File: src/hw/rtl/assert_macros.svh
// Assertion macros used by the top level of the pose velocity controller.
// Depends on a clock named clk and an active-low reset named rst_n in scope.
`ifndef ASSERT_MACROS_SVH
`define ASSERT_MACROS_SVH

// Condition must never hold outside reset.
`define ASSERT_NEVER(label, cond, msg) \
    label: assert property (@(posedge clk) disable iff (!rst_n) !(cond)) else $error(msg);

// Antecedent at one edge implies consequent at the next edge.
`define ASSERT_NEXT(label, ante, cons, msg) \
    label: assert property (@(posedge clk) disable iff (!rst_n) (ante) |=> (cons)) \
        else $error(msg);

`endif

File: src/hw/rtl/pdvc_queue.sv
// Small register FIFO used between front and back and on the result side.
// Depends on nothing; payload is a plain vector.
module pdvc_queue #(
    parameter int WIDTH = 8,
    parameter int DEPTH = 2
) (
    input  logic             clk,
    input  logic             rst_n,
    input  logic             wr_en,
    input  logic [WIDTH-1:0] wdata,
    input  logic             rd_en,
    output logic [WIDTH-1:0] rdata,
    output logic             full,
    output logic             empty
);
    localparam int PW = $clog2(DEPTH);
    localparam int CW = $clog2(DEPTH + 1);

    logic [WIDTH-1:0] mem_reg [DEPTH];
    logic [PW-1:0]    wr_ptr_reg;
    logic [PW-1:0]    rd_ptr_reg;
    logic [CW-1:0]    count_reg;
    logic             do_wr;
    logic             do_rd;

    assign full  = (count_reg == CW'(DEPTH));
    assign empty = (count_reg == '0);
    assign do_wr = wr_en && !full;
    assign do_rd = rd_en && !empty;
    assign rdata = mem_reg[rd_ptr_reg];

    always_ff @(posedge clk)
    begin
        if (do_wr)
        begin
            mem_reg[wr_ptr_reg] <= wdata;
        end
    end

    always_ff @(posedge clk or negedge rst_n)
    begin
        if (!rst_n)
        begin
            wr_ptr_reg <= '0;
            rd_ptr_reg <= '0;
            count_reg  <= '0;
        end
        else
        begin
            if (do_wr)
            begin
                wr_ptr_reg <= (wr_ptr_reg == PW'(DEPTH - 1)) ? '0 : wr_ptr_reg + 1'b1;
            end
            if (do_rd)
            begin
                rd_ptr_reg <= (rd_ptr_reg == PW'(DEPTH - 1)) ? '0 : rd_ptr_reg + 1'b1;
            end
            if (do_wr && !do_rd)
            begin
                count_reg <= count_reg + 1'b1;
            end
            else if (do_rd && !do_wr)
            begin
                count_reg <= count_reg - 1'b1;
            end
        end
    end
endmodule

File: config.mk
export PLATFORM = sky130hd
export DESIGN_NAME = pdvc_queue
export DESIGN_NICKNAME = d
export VERILOG_FILES = /design/src/hw/rtl/assert_macros.svh /design/src/hw/rtl/pdvc_queue.sv
export SDC_FILE = /design/constraint.sdc
export NUM_CORES = 1
export LEC_CHECK = 0
export ABC_AREA = 1
export BUFFER_PORTS_ARGS = -buffer_cell sky130_fd_sc_hd__buf_4
export CAP_MARGIN = 10
export CORE_UTILIZATION = 30
export CTS_CLUSTER_DIAMETER = 120
export CTS_CLUSTER_SIZE = 12
export DETAILED_ROUTE_END_ITERATION = 12
export GPL_TIMING_DRIVEN = 1
export REMOVE_ABC_BUFFERS = 1
export SLEW_MARGIN = 20
export SYNTH_ARGS = -nofsm -noshare
export SYNTH_HDL_FRONTEND = slang
export SYNTH_SLANG_ARGS = --single-unit
export TNS_END_PERCENT = 100
File: constraint.sdc
create_clock -name clk -period 1.35 [get_ports clk]
set_clock_uncertainty 0.15 [all_clocks]
set_input_delay 0.0675 -clock clk [delete_from_list [all_inputs] [get_ports clk]]
set_output_delay 0.0675 -clock clk [all_outputs]
set_load 0.005 [all_outputs]
==> impl_metrics.ini <==
[grt]
grt_first_pass_wirelength_mm = 2.56
groute.usage.overall_pct = 12.8
grt_antenna_before_repair = 0
grt_remaining_overflow = 0
first_global_vias = 617
pin_count_of_the_biggest_net_entering_global_routing = 12

[floorplan]
die-height_um = 53.9
initial_utilization_pct = 32.1
floorplan.die_area_mm2 = 0.00291
design.portCount = 22
fp.dieW_um = 53.9
design.core.area_mm2 = 0.00252
std_cell_rows = 18

[route]
route.vias.total = 650
wl_mm = 1.59
antenna_violating_nets_left = 0
drt_iter0_drc = 5
via_cell_ratio = 4.25
drt_pass1_iterations = 4
detail_route.wl_per_cell_um = 10.4
drt_drc_violations_left = 0

[finish]
area_delta_synth_final_pct = 73.7
n_antenna_cell = 0
finalNetCount = 137
layout-drive-gt1-share_pct = 53.7
largest_register_ff_count = 16
final_util_pct = 55.8

[power_and_ir_drop]
power.density_mw_per_mm2 = 1950
power_mw = 2.74
vdd_drop_max_v = 0.00110
static-leakage-power_nw = 0.633

[clock_network]
tritoncts = yes
numCtsBuffers = 3
worstSkewPairLatency_ps = 290
cts_buffer_depth = 2
clock-root-buffer = clkbuf_4
clock-sinks = 20
level_count_of_the_clock_h_tree = 1
path_clk_slew_ps = 100

[synthesis]
mux_share_of_post_synthesis_cell_area_pct = 0
netlist_instances = 73
synth-compound-area-share_pct = 1.24
average_footprint_of_a_synthesized_cell_um2 = 11.1
syn-cell-area_um2 = 810
synth_top_family_by_area = simple AND/OR/NAND/NOR gates
synth_fa_ha_area_share_pct = 1.55
yosysWarnings = 0
synth_xor_area_share_pct = 1.08
synth_cell_types = 14
synth.ff_latch_count = 20
ys_seq_area_share_pct = 71.7
basic_gate_share_of_the_synthesized_area_counting_and_or_nand_and_nor_cells_pct = 20.1

[sta]
final_hold_violation_count = 0
slew_of_the_pin_with_the_lowest_slew_margin_ps = 242
slew_headroom_pct = 83.7
finalCriticalPeriod_ps = 1380
layout_worst_path_cycle_share_pct = 102
slew_violations = 0
postLayoutSetupSlackWorst_ps = -32.2
grt_setup_unrepaired = yes
timing.final.setup_violations = 19
clock.fmax_mhz = 723
setup_tns_ps = -413

[flow_run]
max-cap-violations = 0

[place]
hpwl_after_dpl_mm = 1.13
portBuffers = 21
pre_cts_slack_ps = -171
gpl.final_weighted_congestion = 0.763

[critical_path]
critical_path.max_fanout = 4
cp.required_ps = 1220
crit_arrival_ps = 1260
endpoint_kind = flop
worst_setup_path_start_kind = flop
path_class = flop to flop

[hold_path]
hold_class = primary input to flop

[status]
outcome = finished with violations
violations = negative setup slack
==> area by class of cell <==
class / instances / area, um2
inverters: 8 / 35.0
repair buffers: 46 / 424
repair inverters: 1 / 5.00
flip-flops and latches: 20 / 583
fillers: 241 / 1120
multi-input cells: 44 / 285
clock buffers: 4 / 36.3
well taps: 30 / 37.5
==> layout by cell type, fill, tap and decap left out, drive strengths merged <==
master | netlist | layout
clkinv | 0 | 2
dfrtp | 4 | 4
nor2 | 4 | 4
inv | 8 | 7
nand3 | 1 | 1
dlygate4sd3 | 0 | 12
o21ai | 2 | 2
buf | 1 | 34
nand2 | 33 | 33
nand3b | 1 | 1
clkbuf | 0 | 4
xnor2 | 1 | 1
ha | 1 | 1
edfxtp | 16 | 16
nand4 | 1 | 1
==> Yosys cell counts <==
cell type  number  area, um2
buf_2           1       5.00
dfrtp_1         4        100
edfxtp_1       16        480
ha_1            1       12.5
inv_1           7       26.3
inv_2           1       3.75
nand2_1        33        124
nand3_1         1       5.00
nand3b_1        1       7.51
nand4_1         1       6.26
nor2_1          2       7.51
nor2_2          2       12.5
o21ai_0         2       10.0
xnor2_1         1       8.76
==> power breakdown <==
group	switching, mW	total (mW)	leakage, nW	internal [mW]
Combinational	0.623	1.41	0.417	0.787
Clock	0.172	0.336	0.0210	0.164
Sequential	0.126	0.990	0.195	0.865
==> kinds of logic after synthesis <==
kind of cell             after synthesis
AND/OR/NAND/NOR                       40
flip-flops                            20
buffers and inverters                  9
AO/OA/AOI/OAI                          2
XOR/XNOR                               1
adder cells (fa/ha/maj)                1
==> worst max-delay path, stage by stage, from the launching register on <==
cell and delay (ps):
dfrtp_1 420, inv_2 100, nor2_4 50, nor2_4 110
nand2_1 90, inv_2 70, buf_6 110
==> timing repair <==
action / CTS / global route
pin swaps: 8 / 8
hold buffers: 12 / 0
setup endpoints to repair: 27 / 28
endpoints found under the hold margin: 22 / 0
buffers inserted: 2 / 2
gates resized for setup: 20 / 26
cloned: 0 / 1
==> stage by stage <==
stage	area (um2)	hold WS [ps]	cells
6_report	1410	342	153
5_1_grt	1410	332	153
3_5_place_dp	1070	-282	133
4_1_cts	1300	334	151
2_1_floorplan	805	-378	72
3_3_place_gp	1070	-280	133
==> metal layers <==
metal / wire length [um] / global-route usage [%] / up-vias
li1: - / - / 336
met1: 679 / 14.2 / 294
met2: 816 / 23.7 / 18
met3: 78 / 3.11 / 2
met4: 13 / 3.95 / 0
met5: 0 / 0 / -
==> path summary, 6_finish.rpt <==
kind | start | end | slack, ps | depth (start not counted)
setup / recovery | count_reg[1] | mem_reg[0][6] | -30 | 6
hold / removal | wdata[1] | mem_reg[0][1] | 340 | 2
setup reg to reg | count_reg[1] | mem_reg[0][6] | -30 | 6
hold reg to reg | wr_ptr_reg | wr_ptr_reg | 350 | 2
max in group asynchronous | rst_n | rd_ptr_reg | 340 | 3
min in group asynchronous | rst_n | wr_ptr_reg | 510 | 3
Power figures use the tool's default switching activity.
