--- config.mk ---
export PLATFORM = sky130hd
export DESIGN_NAME = pdvc_front
export DESIGN_NICKNAME = d
export VERILOG_FILES = /design/src/hw/rtl/assert_macros.svh /design/src/hw/rtl/pdvc_pkg.sv /design/src/hw/rtl/pdvc_front.sv
export SDC_FILE = /design/constraint.sdc
export NUM_CORES = 2
export LEC_CHECK = 0
export BUFFER_PORTS_ARGS = -buffer_cell sky130_fd_sc_hd__buf_2
export CAP_MARGIN = 20
export CORE_MARGIN = 2
export CORE_UTILIZATION = 43
export CTS_CLUSTER_DIAMETER = 30
export DETAILED_ROUTE_END_ITERATION = 8
export HOLD_SLACK_MARGIN = 0.03
export PLACE_DENSITY = 0.65
export SKIP_LAST_GASP = 1
export SLEW_MARGIN = 20
export SYNTH_ARGS = -nofsm -noshare
export SYNTH_HDL_FRONTEND = slang
export SYNTH_SLANG_ARGS = --single-unit
--- constraint.sdc ---
create_clock -name clk -period 11.25 [get_ports clk]
set_input_delay 0 -clock clk [delete_from_list [all_inputs] [get_ports clk]]
set_output_delay 0 -clock clk [all_outputs]
set_load 0.1 [all_outputs]
--- src/hw/rtl/assert_macros.svh ---
// Assertion macros used by the top level of the pose velocity controller.
// Depends on a clock named clk and an active-low reset named rst_n in scope.
`ifndef ASSERT_MACROS_SVH
`define ASSERT_MACROS_SVH

// Condition must never hold outside reset.
`define ASSERT_NEVER(label, cond, msg) \
    label: assert property (@(posedge clk) disable iff (!rst_n) !(cond)) else $error(msg);

// Antecedent at one edge implies consequent at the next edge.
`define ASSERT_NEXT(label, ante, cons, msg) \
    label: assert property (@(posedge clk) disable iff (!rst_n) (ante) |=> (cons)) \
        else $error(msg);

`endif

--- src/hw/rtl/pdvc_pkg.sv ---
// Types and constants of the pose deflection velocity controller.
// No dependencies; used by the front, the back and the top level.
package pdvc_pkg;

    localparam logic [1:0] CMD_POSE   = 2'd0;
    localparam logic [1:0] CMD_TICK   = 2'd1;
    localparam logic [1:0] CMD_RZERO  = 2'd2;
    localparam logic [1:0] CMD_UNUSED = 2'd3;

    localparam logic [3:0] REG_GAIN_LINEAR     = 4'd0;
    localparam logic [3:0] REG_GAIN_YAW        = 4'd1;
    localparam logic [3:0] REG_LIMIT_LINEAR    = 4'd2;
    localparam logic [3:0] REG_LIMIT_YAW       = 4'd3;
    localparam logic [3:0] REG_FILTER_ALPHA    = 4'd4;
    localparam logic [3:0] REG_DEADBAND_LINEAR = 4'd5;
    localparam logic [3:0] REG_YAW_DEADBAND    = 4'd6;
    localparam logic [3:0] REG_MODE_FLAGS      = 4'd7;

    localparam int STALE_TIMEOUT_MS = 150;

    localparam logic signed [21:0] PI_Q16      = 22'sd205887;
    localparam logic signed [21:0] TWO_PI_Q16  = 22'sd411775;
    localparam logic signed [19:0] HALF_PI_Q16 = 20'sd102944;
    localparam logic signed [19:0] YAW_MAX     = 20'sd205887;

    localparam int CORDIC_STEPS = 16;
    localparam logic [16:0] ATAN_TAB [CORDIC_STEPS] = '{
        17'd51472, 17'd30386, 17'd16055, 17'd8150, 17'd4091, 17'd2047,
        17'd1024, 17'd512, 17'd256, 17'd128, 17'd64, 17'd32, 17'd16,
        17'd8, 17'd4, 17'd2
    };

    typedef struct packed {
        logic        [1:0]  command;
        logic signed [23:0] pos_x;
        logic signed [23:0] pos_y;
        logic signed [15:0] quat_w;
        logic signed [15:0] quat_x;
        logic signed [15:0] quat_y;
        logic signed [15:0] quat_z;
        logic        [31:0] time_ms;
    } item_t;

    typedef struct packed {
        logic signed [23:0] vel_x;
        logic signed [23:0] vel_y;
        logic signed [23:0] rate_yaw;
        logic               stale;
    } result_t;

    // Classified item handed from front to back.
    typedef struct packed {
        logic        [1:0]  kind;
        logic signed [23:0] pos_x;
        logic signed [23:0] pos_y;
        logic signed [19:0] yaw;
        logic        [31:0] time_ms;
    } job_t;

    typedef struct packed {
        logic [15:0] gain_linear;
        logic [15:0] gain_yaw;
        logic [22:0] limit_linear;
        logic [22:0] limit_yaw;
        logic [16:0] filter_alpha;
        logic [22:0] deadband_linear;
        logic [22:0] yaw_deadband;
        logic [1:0]  mode_flags;
    } cfg_t;

endpackage

--- src/hw/rtl/pdvc_front.sv ---
// Front end: accepts items, computes pose heading by iterative CORDIC, emits jobs.
// Depends on pdvc_pkg.
module pdvc_front import pdvc_pkg::*; (
    input  logic  clk,
    input  logic  rst_n,
    input  logic  push,
    input  item_t item,
    output logic  full,
    output logic  job_push,
    output job_t  job,
    input  logic  job_full
);
    typedef enum logic [2:0] {F_IDLE, F_PROD, F_ROT, F_ITER, F_PUSH} fstate_t;

    fstate_t            state_reg;
    item_t              item_reg;
    logic [2:0]         step_reg;
    logic signed [31:0] prod_reg;
    logic signed [33:0] num_reg;
    logic signed [33:0] den_reg;
    logic signed [35:0] cx_reg;
    logic signed [35:0] cy_reg;
    logic signed [19:0] cz_reg;
    logic               zero_reg;
    logic [3:0]         iter_reg;

    logic signed [15:0] ma;
    logic signed [15:0] mb;
    logic signed [31:0] prod;
    logic signed [35:0] x0;
    logic signed [35:0] y0;
    logic signed [35:0] sx;
    logic signed [35:0] sy;
    logic signed [19:0] tab;
    logic signed [19:0] yaw_clamped;

    assign full = (state_reg != F_IDLE);

    always_comb
    begin
        case (step_reg)
            3'd0:    begin ma = item_reg.quat_w; mb = item_reg.quat_z; end
            3'd1:    begin ma = item_reg.quat_x; mb = item_reg.quat_y; end
            3'd2:    begin ma = item_reg.quat_w; mb = item_reg.quat_w; end
            3'd3:    begin ma = item_reg.quat_x; mb = item_reg.quat_x; end
            3'd4:    begin ma = item_reg.quat_y; mb = item_reg.quat_y; end
            3'd5:    begin ma = item_reg.quat_z; mb = item_reg.quat_z; end
            default: begin ma = item_reg.quat_w; mb = item_reg.quat_z; end
        endcase
    end

    assign prod = ma * mb;
    assign x0   = 36'(den_reg);
    assign y0   = 36'(num_reg) <<< 1;
    assign sx   = cx_reg >>> iter_reg;
    assign sy   = cy_reg >>> iter_reg;
    assign tab  = signed'({3'b000, ATAN_TAB[iter_reg]});

    always_comb
    begin
        if (zero_reg)
        begin
            yaw_clamped = '0;
        end
        else if (cz_reg > YAW_MAX)
        begin
            yaw_clamped = YAW_MAX;
        end
        else if (cz_reg < -YAW_MAX)
        begin
            yaw_clamped = -YAW_MAX;
        end
        else
        begin
            yaw_clamped = cz_reg;
        end
    end

    assign job_push    = (state_reg == F_PUSH) && !job_full;
    assign job.kind    = item_reg.command;
    assign job.pos_x   = item_reg.pos_x;
    assign job.pos_y   = item_reg.pos_y;
    assign job.yaw     = yaw_clamped;
    assign job.time_ms = item_reg.time_ms;

    always_ff @(posedge clk or negedge rst_n)
    begin
        if (!rst_n)
        begin
            state_reg <= F_IDLE;
            step_reg  <= '0;
            iter_reg  <= '0;
            zero_reg  <= 1'b0;
        end
        else
        begin
            case (state_reg)
                F_IDLE:
                begin
                    if (push)
                    begin
                        item_reg <= item;
                        step_reg <= '0;
                        num_reg  <= '0;
                        den_reg  <= '0;
                        case (item.command)
                            CMD_POSE:  state_reg <= F_PROD;
                            CMD_TICK:  state_reg <= F_PUSH;
                            CMD_RZERO: state_reg <= F_PUSH;
                            default:   state_reg <= F_IDLE;
                        endcase
                    end
                end
                F_PROD:
                begin
                    // Multiply and register the product, folding the previous product in the same cycle.
                    prod_reg <= prod;
                    step_reg <= step_reg + 1'b1;
                    case (step_reg)
                        3'd1, 3'd2: num_reg <= num_reg + 34'(prod_reg);
                        3'd3, 3'd4: den_reg <= den_reg + 34'(prod_reg);
                        3'd5, 3'd6: den_reg <= den_reg - 34'(prod_reg);
                        default:    ;
                    endcase
                    if (step_reg == 3'd6)
                    begin
                        state_reg <= F_ROT;
                    end
                end
                F_ROT:
                begin
                    // Rotate left half plane into the right half by a quarter turn.
                    zero_reg <= (num_reg == '0) && (den_reg == '0);
                    iter_reg <= '0;
                    if (x0 < 0)
                    begin
                        if (y0 >= 0)
                        begin
                            cz_reg <= HALF_PI_Q16;
                            cx_reg <= y0;
                            cy_reg <= -x0;
                        end
                        else
                        begin
                            cz_reg <= -HALF_PI_Q16;
                            cx_reg <= -y0;
                            cy_reg <= x0;
                        end
                    end
                    else
                    begin
                        cz_reg <= '0;
                        cx_reg <= x0;
                        cy_reg <= y0;
                    end
                    state_reg <= F_ITER;
                end
                F_ITER:
                begin
                    if (cy_reg >= 0)
                    begin
                        cx_reg <= cx_reg + sy;
                        cy_reg <= cy_reg - sx;
                        cz_reg <= cz_reg + tab;
                    end
                    else
                    begin
                        cx_reg <= cx_reg - sy;
                        cy_reg <= cy_reg + sx;
                        cz_reg <= cz_reg - tab;
                    end
                    iter_reg <= iter_reg + 1'b1;
                    if (iter_reg == 4'(CORDIC_STEPS - 1))
                    begin
                        state_reg <= F_PUSH;
                    end
                end
                F_PUSH:
                begin
                    if (!job_full)
                    begin
                        state_reg <= F_IDLE;
                    end
                end
                default: state_reg <= F_IDLE;
            endcase
        end
    end
endmodule

==> results.toml <==
[run_status]
outcome = "complete, no violations"

[clock_network]
ctsResizeCount = 0
htree_levels = 3
clock-sinks = 349
worst_skew_pair.late_latency_ns = 0.63
cts_buffers = 84
cts_hold_buf = 150
clk_transition_reported_paths_ns = 0.06
cts_buffer_depth = 3
cts_tree = "built"
cts-root-buf = "clkbuf_16"
cts_setup_buffers = 0

[routing]
vias_per_cell = 5.68
wl_um = 112000
drc = 0
post_drt_wl_per_cell_um = 19.5
ant_nets = 0
dr_total_vias = 32712
drt_iter0_markers = 2834
firstDrtPassIters = 6

[timing]
slew_headroom = 0.265
min_period_ns = 9.63
tightest_slew_ns = 1.09
slew_violations = 0
rsz0062_at_grt = "false"
hold_violations = 0
finClkSkew_ns = 0.0205
fmax_mhz = 104
holdWs_ns = 0.0830
period_share = 0.856
setup-tns-final_ns = 0
setup_viol = 0

[floorplanning]
initial_utilization = 0.432
ioPinCount = 254
dieArea_um2 = 94200
rows = 111
core_area_um2 = 91200
chipWidth_um = 307
fp.dieH_um = 307

[layout]
finalNetCount = 5184
fillers = 8448
area_growth_pct = 15.8
largest_reg_flops = 82
final_cell_mix = "nand2_1, inv_1, nor2_1, edfxtp_1, fa_1"
utilization = 0.501
final_common_cell = "nand2_1"
multi_input_area_um2 = 26200
drive_gt1_frac = 0.134
n_antenna_cell = 0
layout.area.seq_um2 = 10400

[yosys]
synth_compound_area_frac = 0.175
syn-cell-area_um2 = 39500
synth_edf_count = 338
synth_seq_area_share = 0.264
synthArstFlopShare = 0.0315
synthCells = 4228
synth_top_family_by_area = "adder cells"
synth_seq_cells = 349
synth_cell_types = 88
synth_ff_type = "edfxtp_1"
synth_adder_area_share = 0.217
muxShareOfSynthArea = 0.0640
synth-xor-area-share = 0.0728
synthSimpleGateAreaFrac = 0.134
synth_nets = 4903
synth_warnings = 0
postSynthAreaPerCell_um2 = 9.33

[placement]
gp_routability_congestion = 0.955
post-dp-hpwl_um = 85700
numPortBuffers = 253

[setup_path]
crit_path_end_kind = "flip-flop"
cp.arrival_ns = 10.00
path_class = "flip-flop to flip-flop"
crit_fanout = 23
cp-start-kind = "flip-flop"
worstPathRequired_ns = 11.62

[grt]
grtUsageMet2 = 0.401
grt_antenna_before_repair = 2
gr-max-usage-layer = "met2"
overflow = 0
grt_usage = 0.236
grtUsageMet1 = 0.300
grt_pass1_wl_um = 177000
gr-usage-met3 = 0.0331
grt_max_degree = 99
grt_pass1_vias = 32744

[hold_path]
hp-class = "input pin to flip-flop"

[flow_run]
maxCapViolations = 0
[cells in the mapped netlist (22+ instances only)]
| cell | n | area (um2) |
|---|---|---|
| mux2i_1 | 61 | 611 |
| edfxtp_1 | 338 | 10100 |
| fa_1 | 267 | 5350 |
| nor2b_1 | 45 | 282 |
| o31ai_1 | 39 | 293 |
| nand3_1 | 48 | 240 |
| and3_1 | 25 | 156 |
| a21oi_1 | 227 | 1140 |
| nand2_1 | 382 | 1430 |
| and2_1 | 24 | 150 |
| xor2_1 | 143 | 1250 |
| o21a_1 | 60 | 450 |
| a211oi_1 | 38 | 285 |
| or3_1 | 30 | 188 |
| mux2_2 | 51 | 574 |
| mux4_2 | 57 | 1280 |
| nor2_1 | 371 | 1390 |
| o211ai_1 | 65 | 488 |
| a31oi_1 | 27 | 169 |
| buf_4 | 87 | 653 |
| clkbuf_1 | 128 | 480 |
| buf_1 | 22 | 82.6 |
| xnor2_1 | 185 | 1620 |
| a21o_1 | 103 | 773 |
| o21ai_0 | 259 | 1300 |
| ha_1 | 258 | 3230 |
| nand2b_1 | 59 | 369 |
| o21bai_1 | 31 | 233 |
| nor3_1 | 63 | 315 |
| inv_1 | 378 | 1420 |
| a222oi_1 | 33 | 330 |
[cell type report]
type,count,share of cell area
inverters,381,0.0313
clock buffers,100,0.0491
flip-flops and latches,349,0.228
clock inverters,55,0.0148
well taps,1186,0.0325
multi-input cells,3232,0.574
repair buffers,461,0.0701
[kinds of logic (layout without fill, tap and decap cells)]
family | Yosys count | in the layout
adder cells (fa/ha/maj) | 525 | 525
AND/OR/NAND/NOR | 1152 | 1152
XOR/XNOR | 328 | 328
flip-flops | 349 | 349
multiplexers | 174 | 174
AO/OA/AOI/OAI | 1053 | 1053
buffers and inverters | 647 | 997
[metrics by stage]
stage                     instances  cell area [um2]  setup WS, ns
after CTS                      5764            45700          1.70
after global routing           5764            45700          1.14
final                          5764            45700          1.62
after floorplan                4228            39500          2.73
after detailed placement       5459            41300          1.69
after global placement         5459            41300          1.87
[routing by layer]
| layer | vias up | share of wire |
|---|---|---|
| met5 | - | 0.00053 |
| met4 | 4 | 0.043 |
| met3 | 253 | 0.061 |
| met2 | 1152 | 0.48 |
| met1 | 15770 | 0.42 |
| li1 | 15533 | - |
[worst max-delay path: stages (launching register included)]
cell and delay, ns:
dfrtp_1 0.40, inv_1 0.17, ha_1 0.18, and2_1 0.53, nand2b_1 0.60, or3_1 0.55
buf_4 0.34, o21a_1 0.46, nand2_1 0.15, fa_1 0.56, inv_1 0.05, fa_1 0.50
fa_1 0.58, fa_1 0.45, fa_1 0.56, inv_1 0.06, fa_1 0.52, inv_1 0.04
ha_1 0.25, or4_1 0.52, o31ai_1 0.44, o21ai_1 0.18, o31a_1 0.31, o2111a_1 0.27
o31a_1 0.30, a211oi_1 0.29, xnor2_1 0.09
[final timing paths]
kind | slack [ns] | depth (start not counted) | end | startpoint
setup / recovery | 1.62 | 26 | prod_reg[30]$_DFFE_PP_ | step_reg[0]$_DFFE_PN0P_
hold / removal | 0.08 | 2 | item_reg[59]$_DFFE_PP_ | item[59]
setup reg to reg | 1.62 | 26 | prod_reg[30]$_DFFE_PP_ | step_reg[0]$_DFFE_PN0P_
hold reg to reg | 0.55 | 1 | step_reg[0]$_DFFE_PN0P_ | step_reg[0]$_DFFE_PN0P_
max in group asynchronous | 10.56 | 4 | iter_reg[0]$_DFFE_PN0N_ | rst_n
min in group asynchronous | 0.44 | 4 | state_reg[0]$_DFFE_PN0P_ | rst_n
Power is not shown: default switching activity piles up to over one toggle a cycle in this logic, so the estimate is an artifact.
