### config.mk
export PLATFORM = sky130hd
export DESIGN_NAME = pdvc_back
export DESIGN_NICKNAME = d
export VERILOG_FILES = /design/src/hw/rtl/assert_macros.svh /design/src/hw/rtl/pdvc_pkg.sv /design/src/hw/rtl/pdvc_back.sv
export SDC_FILE = /design/constraint.sdc
export NUM_CORES = 2
export LEC_CHECK = 0
export BUFFER_PORTS_ARGS = -buffer_cell sky130_fd_sc_hd__buf_2
export CORE_AREA = 2 2 364 330
export DETAILED_ROUTE_END_ITERATION = 8
export DIE_AREA = 0 0 366 332
export PLACE_DENSITY = 0.67
export SLEW_MARGIN = 10
export SYNTH_ARGS = -nofsm -noshare
export SYNTH_HDL_FRONTEND = slang
export SYNTH_SLANG_ARGS = --single-unit
export TNS_END_PERCENT = 1
### constraint.sdc
create_clock -name clk -period 12.9 [get_ports clk]
set_input_delay 3.87 -clock clk [delete_from_list [all_inputs] [get_ports clk]]
set_output_delay 3.87 -clock clk [all_outputs]
set_load 0.05 [all_outputs]
### src/hw/rtl/assert_macros.svh
// Assertion macros used by the top level of the pose velocity controller.
// Depends on a clock named clk and an active-low reset named rst_n in scope.
`ifndef ASSERT_MACROS_SVH
`define ASSERT_MACROS_SVH

// Condition must never hold outside reset.
`define ASSERT_NEVER(label, cond, msg) \
    label: assert property (@(posedge clk) disable iff (!rst_n) !(cond)) else $error(msg);

// Antecedent at one edge implies consequent at the next edge.
`define ASSERT_NEXT(label, ante, cons, msg) \
    label: assert property (@(posedge clk) disable iff (!rst_n) (ante) |=> (cons)) \
        else $error(msg);

`endif

### src/hw/rtl/pdvc_pkg.sv
// Types and constants of the pose deflection velocity controller.
// No dependencies; used by the front, the back and the top level.
package pdvc_pkg;

    localparam logic [1:0] CMD_POSE   = 2'd0;
    localparam logic [1:0] CMD_TICK   = 2'd1;
    localparam logic [1:0] CMD_RZERO  = 2'd2;
    localparam logic [1:0] CMD_UNUSED = 2'd3;

    localparam logic [3:0] REG_GAIN_LINEAR     = 4'd0;
    localparam logic [3:0] REG_GAIN_YAW        = 4'd1;
    localparam logic [3:0] REG_LIMIT_LINEAR    = 4'd2;
    localparam logic [3:0] REG_LIMIT_YAW       = 4'd3;
    localparam logic [3:0] REG_FILTER_ALPHA    = 4'd4;
    localparam logic [3:0] REG_DEADBAND_LINEAR = 4'd5;
    localparam logic [3:0] REG_YAW_DEADBAND    = 4'd6;
    localparam logic [3:0] REG_MODE_FLAGS      = 4'd7;

    localparam int STALE_TIMEOUT_MS = 150;

    localparam logic signed [21:0] PI_Q16      = 22'sd205887;
    localparam logic signed [21:0] TWO_PI_Q16  = 22'sd411775;
    localparam logic signed [19:0] HALF_PI_Q16 = 20'sd102944;
    localparam logic signed [19:0] YAW_MAX     = 20'sd205887;

    localparam int CORDIC_STEPS = 16;
    localparam logic [16:0] ATAN_TAB [CORDIC_STEPS] = '{
        17'd51472, 17'd30386, 17'd16055, 17'd8150, 17'd4091, 17'd2047,
        17'd1024, 17'd512, 17'd256, 17'd128, 17'd64, 17'd32, 17'd16,
        17'd8, 17'd4, 17'd2
    };

    typedef struct packed {
        logic        [1:0]  command;
        logic signed [23:0] pos_x;
        logic signed [23:0] pos_y;
        logic signed [15:0] quat_w;
        logic signed [15:0] quat_x;
        logic signed [15:0] quat_y;
        logic signed [15:0] quat_z;
        logic        [31:0] time_ms;
    } item_t;

    typedef struct packed {
        logic signed [23:0] vel_x;
        logic signed [23:0] vel_y;
        logic signed [23:0] rate_yaw;
        logic               stale;
    } result_t;

    // Classified item handed from front to back.
    typedef struct packed {
        logic        [1:0]  kind;
        logic signed [23:0] pos_x;
        logic signed [23:0] pos_y;
        logic signed [19:0] yaw;
        logic        [31:0] time_ms;
    } job_t;

    typedef struct packed {
        logic [15:0] gain_linear;
        logic [15:0] gain_yaw;
        logic [22:0] limit_linear;
        logic [22:0] limit_yaw;
        logic [16:0] filter_alpha;
        logic [22:0] deadband_linear;
        logic [22:0] yaw_deadband;
        logic [1:0]  mode_flags;
    } cfg_t;

endpackage

### src/hw/rtl/pdvc_back.sv
// Back end: zero latch, deadbands, gains, clamps, low-pass filters and watchdog.
// Depends on pdvc_pkg; one shared multiplier sequenced over the pose work.
module pdvc_back import pdvc_pkg::*; (
    input  logic    clk,
    input  logic    rst_n,
    input  cfg_t    cfg,
    input  job_t    job,
    input  logic    job_empty,
    output logic    job_pop,
    output logic    res_push,
    output result_t res,
    input  logic    res_full
);
    typedef enum logic [1:0] {B_IDLE, B_RUN, B_EMIT} bstate_t;
    typedef enum logic [3:0] {
        OP_SQX, OP_SQY, OP_SQD, OP_GX, OP_GY, OP_GW,
        OP_FXA, OP_FXB, OP_FYA, OP_FYB, OP_FWA, OP_FWB
    } op_t;

    bstate_t            state_reg;
    op_t                op_reg;
    logic               ph_reg;
    logic               zl_reg;
    logic signed [23:0] zx_reg;
    logic signed [23:0] zy_reg;
    logic signed [19:0] zh_reg;
    logic [31:0]        lpt_reg;
    logic signed [23:0] fx_reg;
    logic signed [23:0] fy_reg;
    logic signed [23:0] fw_reg;
    logic               stale_reg;
    logic signed [24:0] ex_reg;
    logic signed [24:0] ey_reg;
    logic signed [19:0] ew_reg;
    logic signed [23:0] vx_reg;
    logic signed [23:0] vy_reg;
    logic signed [23:0] vw_reg;
    logic signed [51:0] prod_reg;
    logic signed [51:0] acc_reg;

    logic               latch_now;
    logic               zl_eff;
    logic signed [23:0] zx_eff;
    logic signed [23:0] zy_eff;
    logic signed [19:0] zh_eff;
    logic signed [24:0] ex_new;
    logic signed [24:0] ey_new;
    logic signed [21:0] dyaw;
    logic signed [21:0] wyaw;
    logic [21:0]        wabs;
    logic signed [19:0] ew_new;
    logic signed [32:0] tdiff;
    logic               stale_new;
    logic [16:0]        a_eff;
    logic [16:0]        a_inv;
    logic signed [25:0] ma;
    logic signed [25:0] mb;
    logic signed [51:0] prod;
    logic signed [51:0] lim;
    logic signed [51:0] gr;
    logic signed [23:0] gc;
    logic signed [51:0] fs;
    logic signed [23:0] fc;

    // Pose intake arithmetic on the queue head.
    assign latch_now = cfg.mode_flags[1] && !zl_reg;
    assign zl_eff    = zl_reg || latch_now;
    assign zx_eff    = latch_now ? job.pos_x : zx_reg;
    assign zy_eff    = latch_now ? job.pos_y : zy_reg;
    assign zh_eff    = latch_now ? job.yaw : zh_reg;
    assign ex_new    = 25'(job.pos_x) - (zl_eff ? 25'(zx_eff) : 25'sd0);
    assign ey_new    = 25'(job.pos_y) - (zl_eff ? 25'(zy_eff) : 25'sd0);
    assign dyaw      = 22'(job.yaw) - (zl_eff ? 22'(zh_eff) : 22'sd0);

    always_comb
    begin
        if (dyaw > PI_Q16)
        begin
            wyaw = dyaw - TWO_PI_Q16;
        end
        else if (dyaw < -PI_Q16)
        begin
            wyaw = dyaw + TWO_PI_Q16;
        end
        else
        begin
            wyaw = dyaw;
        end
        wabs   = (wyaw < 0) ? 22'(-wyaw) : 22'(wyaw);
        ew_new = ({1'b0, wabs} < {1'b0, cfg.yaw_deadband}) ? 20'sd0 : 20'(wyaw);
    end

    assign tdiff = signed'({1'b0, job.time_ms}) - signed'({1'b0, lpt_reg});
    assign stale_new = (STALE_TIMEOUT_MS > 0) &&
                       ((lpt_reg == '0) || (tdiff > 33'sd0 + 33'(STALE_TIMEOUT_MS)));

    assign a_eff = (cfg.filter_alpha > 17'd65536) ? 17'd65536 : cfg.filter_alpha;
    assign a_inv = 17'(18'd65536 - {1'b0, a_eff});

    always_comb
    begin
        case (op_reg)
            OP_SQX:  begin ma = 26'(ex_reg); mb = 26'(ex_reg); end
            OP_SQY:  begin ma = 26'(ey_reg); mb = 26'(ey_reg); end
            OP_SQD:  begin
                ma = signed'({3'b000, cfg.deadband_linear});
                mb = signed'({3'b000, cfg.deadband_linear});
            end
            OP_GX:   begin ma = 26'(ex_reg); mb = signed'({10'd0, cfg.gain_linear}); end
            OP_GY:   begin ma = 26'(ey_reg); mb = signed'({10'd0, cfg.gain_linear}); end
            OP_GW:   begin ma = 26'(ew_reg); mb = signed'({10'd0, cfg.gain_yaw}); end
            OP_FXA:  begin ma = signed'({9'd0, a_eff}); mb = 26'(vx_reg); end
            OP_FXB:  begin ma = signed'({9'd0, a_inv}); mb = 26'(fx_reg); end
            OP_FYA:  begin ma = signed'({9'd0, a_eff}); mb = 26'(vy_reg); end
            OP_FYB:  begin ma = signed'({9'd0, a_inv}); mb = 26'(fy_reg); end
            OP_FWA:  begin ma = signed'({9'd0, a_eff}); mb = 26'(vw_reg); end
            OP_FWB:  begin ma = signed'({9'd0, a_inv}); mb = 26'(fw_reg); end
            default: begin ma = '0; mb = '0; end
        endcase
    end

    assign prod = ma * mb;

    // Gain rounding and clamp on the registered product.
    assign lim = signed'({29'd0, (op_reg == OP_GW) ? cfg.limit_yaw : cfg.limit_linear});
    assign gr  = (prod_reg + 52'sd128) >>> 8;

    always_comb
    begin
        if (gr > lim)
        begin
            gc = 24'(lim);
        end
        else if (gr < -lim)
        begin
            gc = 24'(-lim);
        end
        else
        begin
            gc = 24'(gr);
        end
    end

    // Filter blend, round and saturate.
    assign fs = (acc_reg + prod_reg + 52'sd32768) >>> 16;

    always_comb
    begin
        if (fs > 52'sd8388607)
        begin
            fc = 24'sd8388607;
        end
        else if (fs < -52'sd8388608)
        begin
            fc = -24'sd8388608;
        end
        else
        begin
            fc = 24'(fs);
        end
    end

    assign job_pop      = (state_reg == B_IDLE) && !job_empty;
    assign res_push     = (state_reg == B_EMIT) && !res_full;
    assign res.vel_x    = fx_reg;
    assign res.vel_y    = fy_reg;
    assign res.rate_yaw = fw_reg;
    assign res.stale    = stale_reg;

    always_ff @(posedge clk or negedge rst_n)
    begin
        if (!rst_n)
        begin
            state_reg <= B_IDLE;
            op_reg    <= OP_SQX;
            ph_reg    <= 1'b0;
            zl_reg    <= 1'b0;
            zx_reg    <= '0;
            zy_reg    <= '0;
            zh_reg    <= '0;
            lpt_reg   <= '0;
            fx_reg    <= '0;
            fy_reg    <= '0;
            fw_reg    <= '0;
            stale_reg <= 1'b0;
        end
        else
        begin
            case (state_reg)
                B_IDLE:
                begin
                    if (!job_empty)
                    begin
                        case (job.kind)
                            CMD_POSE:
                            begin
                                lpt_reg <= job.time_ms;
                                if (latch_now)
                                begin
                                    zl_reg <= 1'b1;
                                    zx_reg <= job.pos_x;
                                    zy_reg <= job.pos_y;
                                    zh_reg <= job.yaw;
                                end
                                ex_reg    <= ex_new;
                                ey_reg    <= ey_new;
                                ew_reg    <= ew_new;
                                op_reg    <= OP_SQX;
                                ph_reg    <= 1'b0;
                                state_reg <= B_RUN;
                            end
                            CMD_TICK:
                            begin
                                if (cfg.mode_flags[0])
                                begin
                                    stale_reg <= stale_new;
                                    if (stale_new)
                                    begin
                                        fx_reg <= '0;
                                        fy_reg <= '0;
                                        fw_reg <= '0;
                                    end
                                    state_reg <= B_EMIT;
                                end
                            end
                            CMD_RZERO: zl_reg <= 1'b0;
                            default:   ;
                        endcase
                    end
                end
                B_RUN:
                begin
                    if (!ph_reg)
                    begin
                        prod_reg <= prod;
                        ph_reg   <= 1'b1;
                    end
                    else
                    begin
                        ph_reg <= 1'b0;
                        op_reg <= op_t'(op_reg + 1'b1);
                        case (op_reg)
                            OP_SQX: acc_reg <= prod_reg;
                            OP_SQY: acc_reg <= acc_reg + prod_reg;
                            OP_SQD:
                            begin
                                // Radial deadband: drop both errors inside the circle.
                                if (acc_reg < prod_reg)
                                begin
                                    ex_reg <= '0;
                                    ey_reg <= '0;
                                end
                            end
                            OP_GX:  vx_reg <= gc;
                            OP_GY:  vy_reg <= gc;
                            OP_GW:  vw_reg <= gc;
                            OP_FXA: acc_reg <= prod_reg;
                            OP_FXB: fx_reg <= fc;
                            OP_FYA: acc_reg <= prod_reg;
                            OP_FYB: fy_reg <= fc;
                            OP_FWA: acc_reg <= prod_reg;
                            OP_FWB:
                            begin
                                fw_reg    <= fc;
                                state_reg <= B_IDLE;
                            end
                            default: state_reg <= B_IDLE;
                        endcase
                    end
                end
                B_EMIT:
                begin
                    if (!res_full)
                    begin
                        state_reg <= B_IDLE;
                    end
                end
                default: state_reg <= B_IDLE;
            endcase
        end
    end
endmodule

==> metrics <==
MaxCap Viol Count 0; via/cell ratio 6.065; Min-Delay Path Class flip-flop to flip-flop; combinational family with the most area after synthesis adder cells; Fill cells 10,847; syn_nets 7,923; status completed; Starting Density 49.58%; via count 52,261; placed wire-length estimate 177,900 um; Floorplan Core Area 118,000 um^2; DIE HEIGHT ~330 um; Port Buffers 323; total wire length 215,900 um; GPL Wtd Cong approximately 1.0; CP most frequent cell fa_1; post-placement cell count 8,498; Final min period 12,670 ps; fin. max-slew vios 0; CP Launch Type input port; clk_skew 62.82 ps; CTS Buffer Depth 3; Post-Syn Area per Cell around 9.0 um^2; post-synthesis cell area 58,510 um^2; max_slew headroom a little under a tenth; fin nets ~8,400; first-pass GRT wire length 322,800 um; CTS Buf Count 51; Worst Max-Slew Pin Slew 1358 ps; most common cell after layout, fill and taps aside inv_1; initial detailed-routing violation count between 6,000 and 7,000; vias in the first global route 51,238; Cell Count, Final, Fillers Out ~8,600; RSZ-0062 raised after global routing yes; kind of critical path input port to flip-flop; Post-Synth XOR/XNOR Area between 3 and 4%; Crit-path slowest cell fa_1; Hold-fix buffers, CTS 0; most frequent cells in the layout inv_1 (970), nand2_1 (729), fa_1 (697); Routed WL per cell 25.06 um; mux cell area share after synthesis around 3.4%; GRT overflow 0; Post-synth EDFFs 246; largest net degree at the start of global routing 71; share of post-route cells with drive strength above 1 between 10% and 20%; Worst Path Buf+Inv 10; post-synthesis simple-gate area fraction 16.00%; Seq/Total Area, Yosys 20.37%; Max stage delay on crit path roughly 550 ps; Req. time, crit path 13,280 ps; Synth Area in Compound Gates 14.62%; cell area after placement 64,120 um^2; Syn Inst Count approximately 6,500; fmax 0.07890 GHz; Setup-failing EPs final 0; Synth cell types 100; Period Utilization, post-route 98.25%; I/O pin count 324; CTS tree done; Sink Count 427; clock-pin transition on the worst setup and hold timing paths roughly 60 ps; Hold WS about 510 ps; Synth Area in Adders about a third; clk root buf clkbuf_16; Yosys reg bits 427; TNS Setup 0 ps; CTS H-tree depth 2; Worst Path Max Fanout 7; post-synth top area share between 20% and 30%; initial antenna violation count 20; Die X 366 um; Syn. warnings 0; Design Area, Final 66,200 um^2; Async S/R FF share, synth a little over two fifths; drt first pass iters 9; post-synth top area cell fa_1; DIE AREA 121,500 um^2; Rows 120; Arrival @ worst endpoint 13,050 ps; drt drc 0; cells taking the most area after synthesis fa_1 (24%), edfxtp_1 (13%), ha_1 (9.7%); Post-DRT Antenna Nets 0; CP top delay family adder cells; Final Hold Viols 0; clock latency on the worst-skew pair approximately 700 ps; Setup crit end kind flip-flop; GRT Resource Usage Total 35.15%; Layout area overhead 13.13%; top_reg_cell synth edfxtp_1
what timing repair did:
action,4_1_cts,5_1_grt
gates resized for setup,4,36
endpoints found under the setup margin,1,11
setup buffers,0,9
cloned,0,1
pin swaps,5,36
logic make-up after synthesis:
kind of cell               Yosys count
AOI/OAI and AO/OA                 1230
muxes                              180
adders and majority gates         1153
and+or+nand+nor                   2013
DFF                                427
buffers and inverters             1259
xor gates and xnor gates           258
other                                1
path summary, 6_finish.rpt:
| path | to | start | cells past startpoint | slack, ps |
|---|---|---|---|---|
| worst max-delay path | prod_reg[51]$_DFFE_PP_ | cfg[50] | 43 | 230 |
| min in group asynchronous | zh_reg[5]$_DFFE_PN0P_ | rst_n | 1 | 3180 |
| max in group asynchronous | fy_reg[18]$_DFFE_PN0P_ | rst_n | 2 | 8340 |
| worst max register to register | prod_reg[51]$_DFFE_PP_ | op_reg[3]$_DFFE_PN0P_ | 33 | 2400 |
| worst min register to register | zh_reg[4]$_DFFE_PN0P_ | zh_reg[4]$_DFFE_PN0P_ | 1 | 510 |
| worst min-delay path | zh_reg[4]$_DFFE_PN0P_ | zh_reg[4]$_DFFE_PN0P_ | 1 | 510 |
metrics by stage:
step | utilization [%] | worst slack (ps)
floorplan | - | 24.65
global placement | 54.34 | -642.8
detailed placement | 54.34 | -817.4
CTS | 55.89 | 19.45
global route | 56.06 | -214.3
finish | 56.09 | 225.8
layout make-up:
class                           count  area, um^2  area share, %
Multi-Input combinational cell   4835       42210          63.77
Sequential cell                   427       11920          18.00
Timing Repair Buffer              684        4581          6.920
Inverter                          976        3664          5.534
Tap cell                         1586        1984          2.998
Clock buffer                       69        1478          2.232
Clock inverter                     27       326.6         0.4933
Antenna cell                       13       32.53        0.04914
metal layers:
metal	vias to the layer above	wire length [um]	part of all wire (%)	GRT usage, %
met1	25747	86520	40	47.90
met4	24	11670	5.4	15.56
met2	2856	89990	42	51.23
li1	23060	-	-	-
met5	-	149	0.069	0
met3	574	27620	13	11.09
Yosys cell counts, types with 70 or more instances:
cell type    n
a21o_1      79
a21oi_1    233
a22oi_1    119
clkbuf_1   240
dfrtp_1    181
edfxtp_1   246
fa_1       699
ha_1       454
inv_1      973
mux2_2     148
nand2_1    731
nand3_1    144
nor2_1     512
nor3_1     125
o21ai_0    220
xnor2_1    188
xor2_1      70
Power is left out: the tool's default activity adds up to more than one toggle a clock period on the data nets, which glitch-free logic cannot reach.
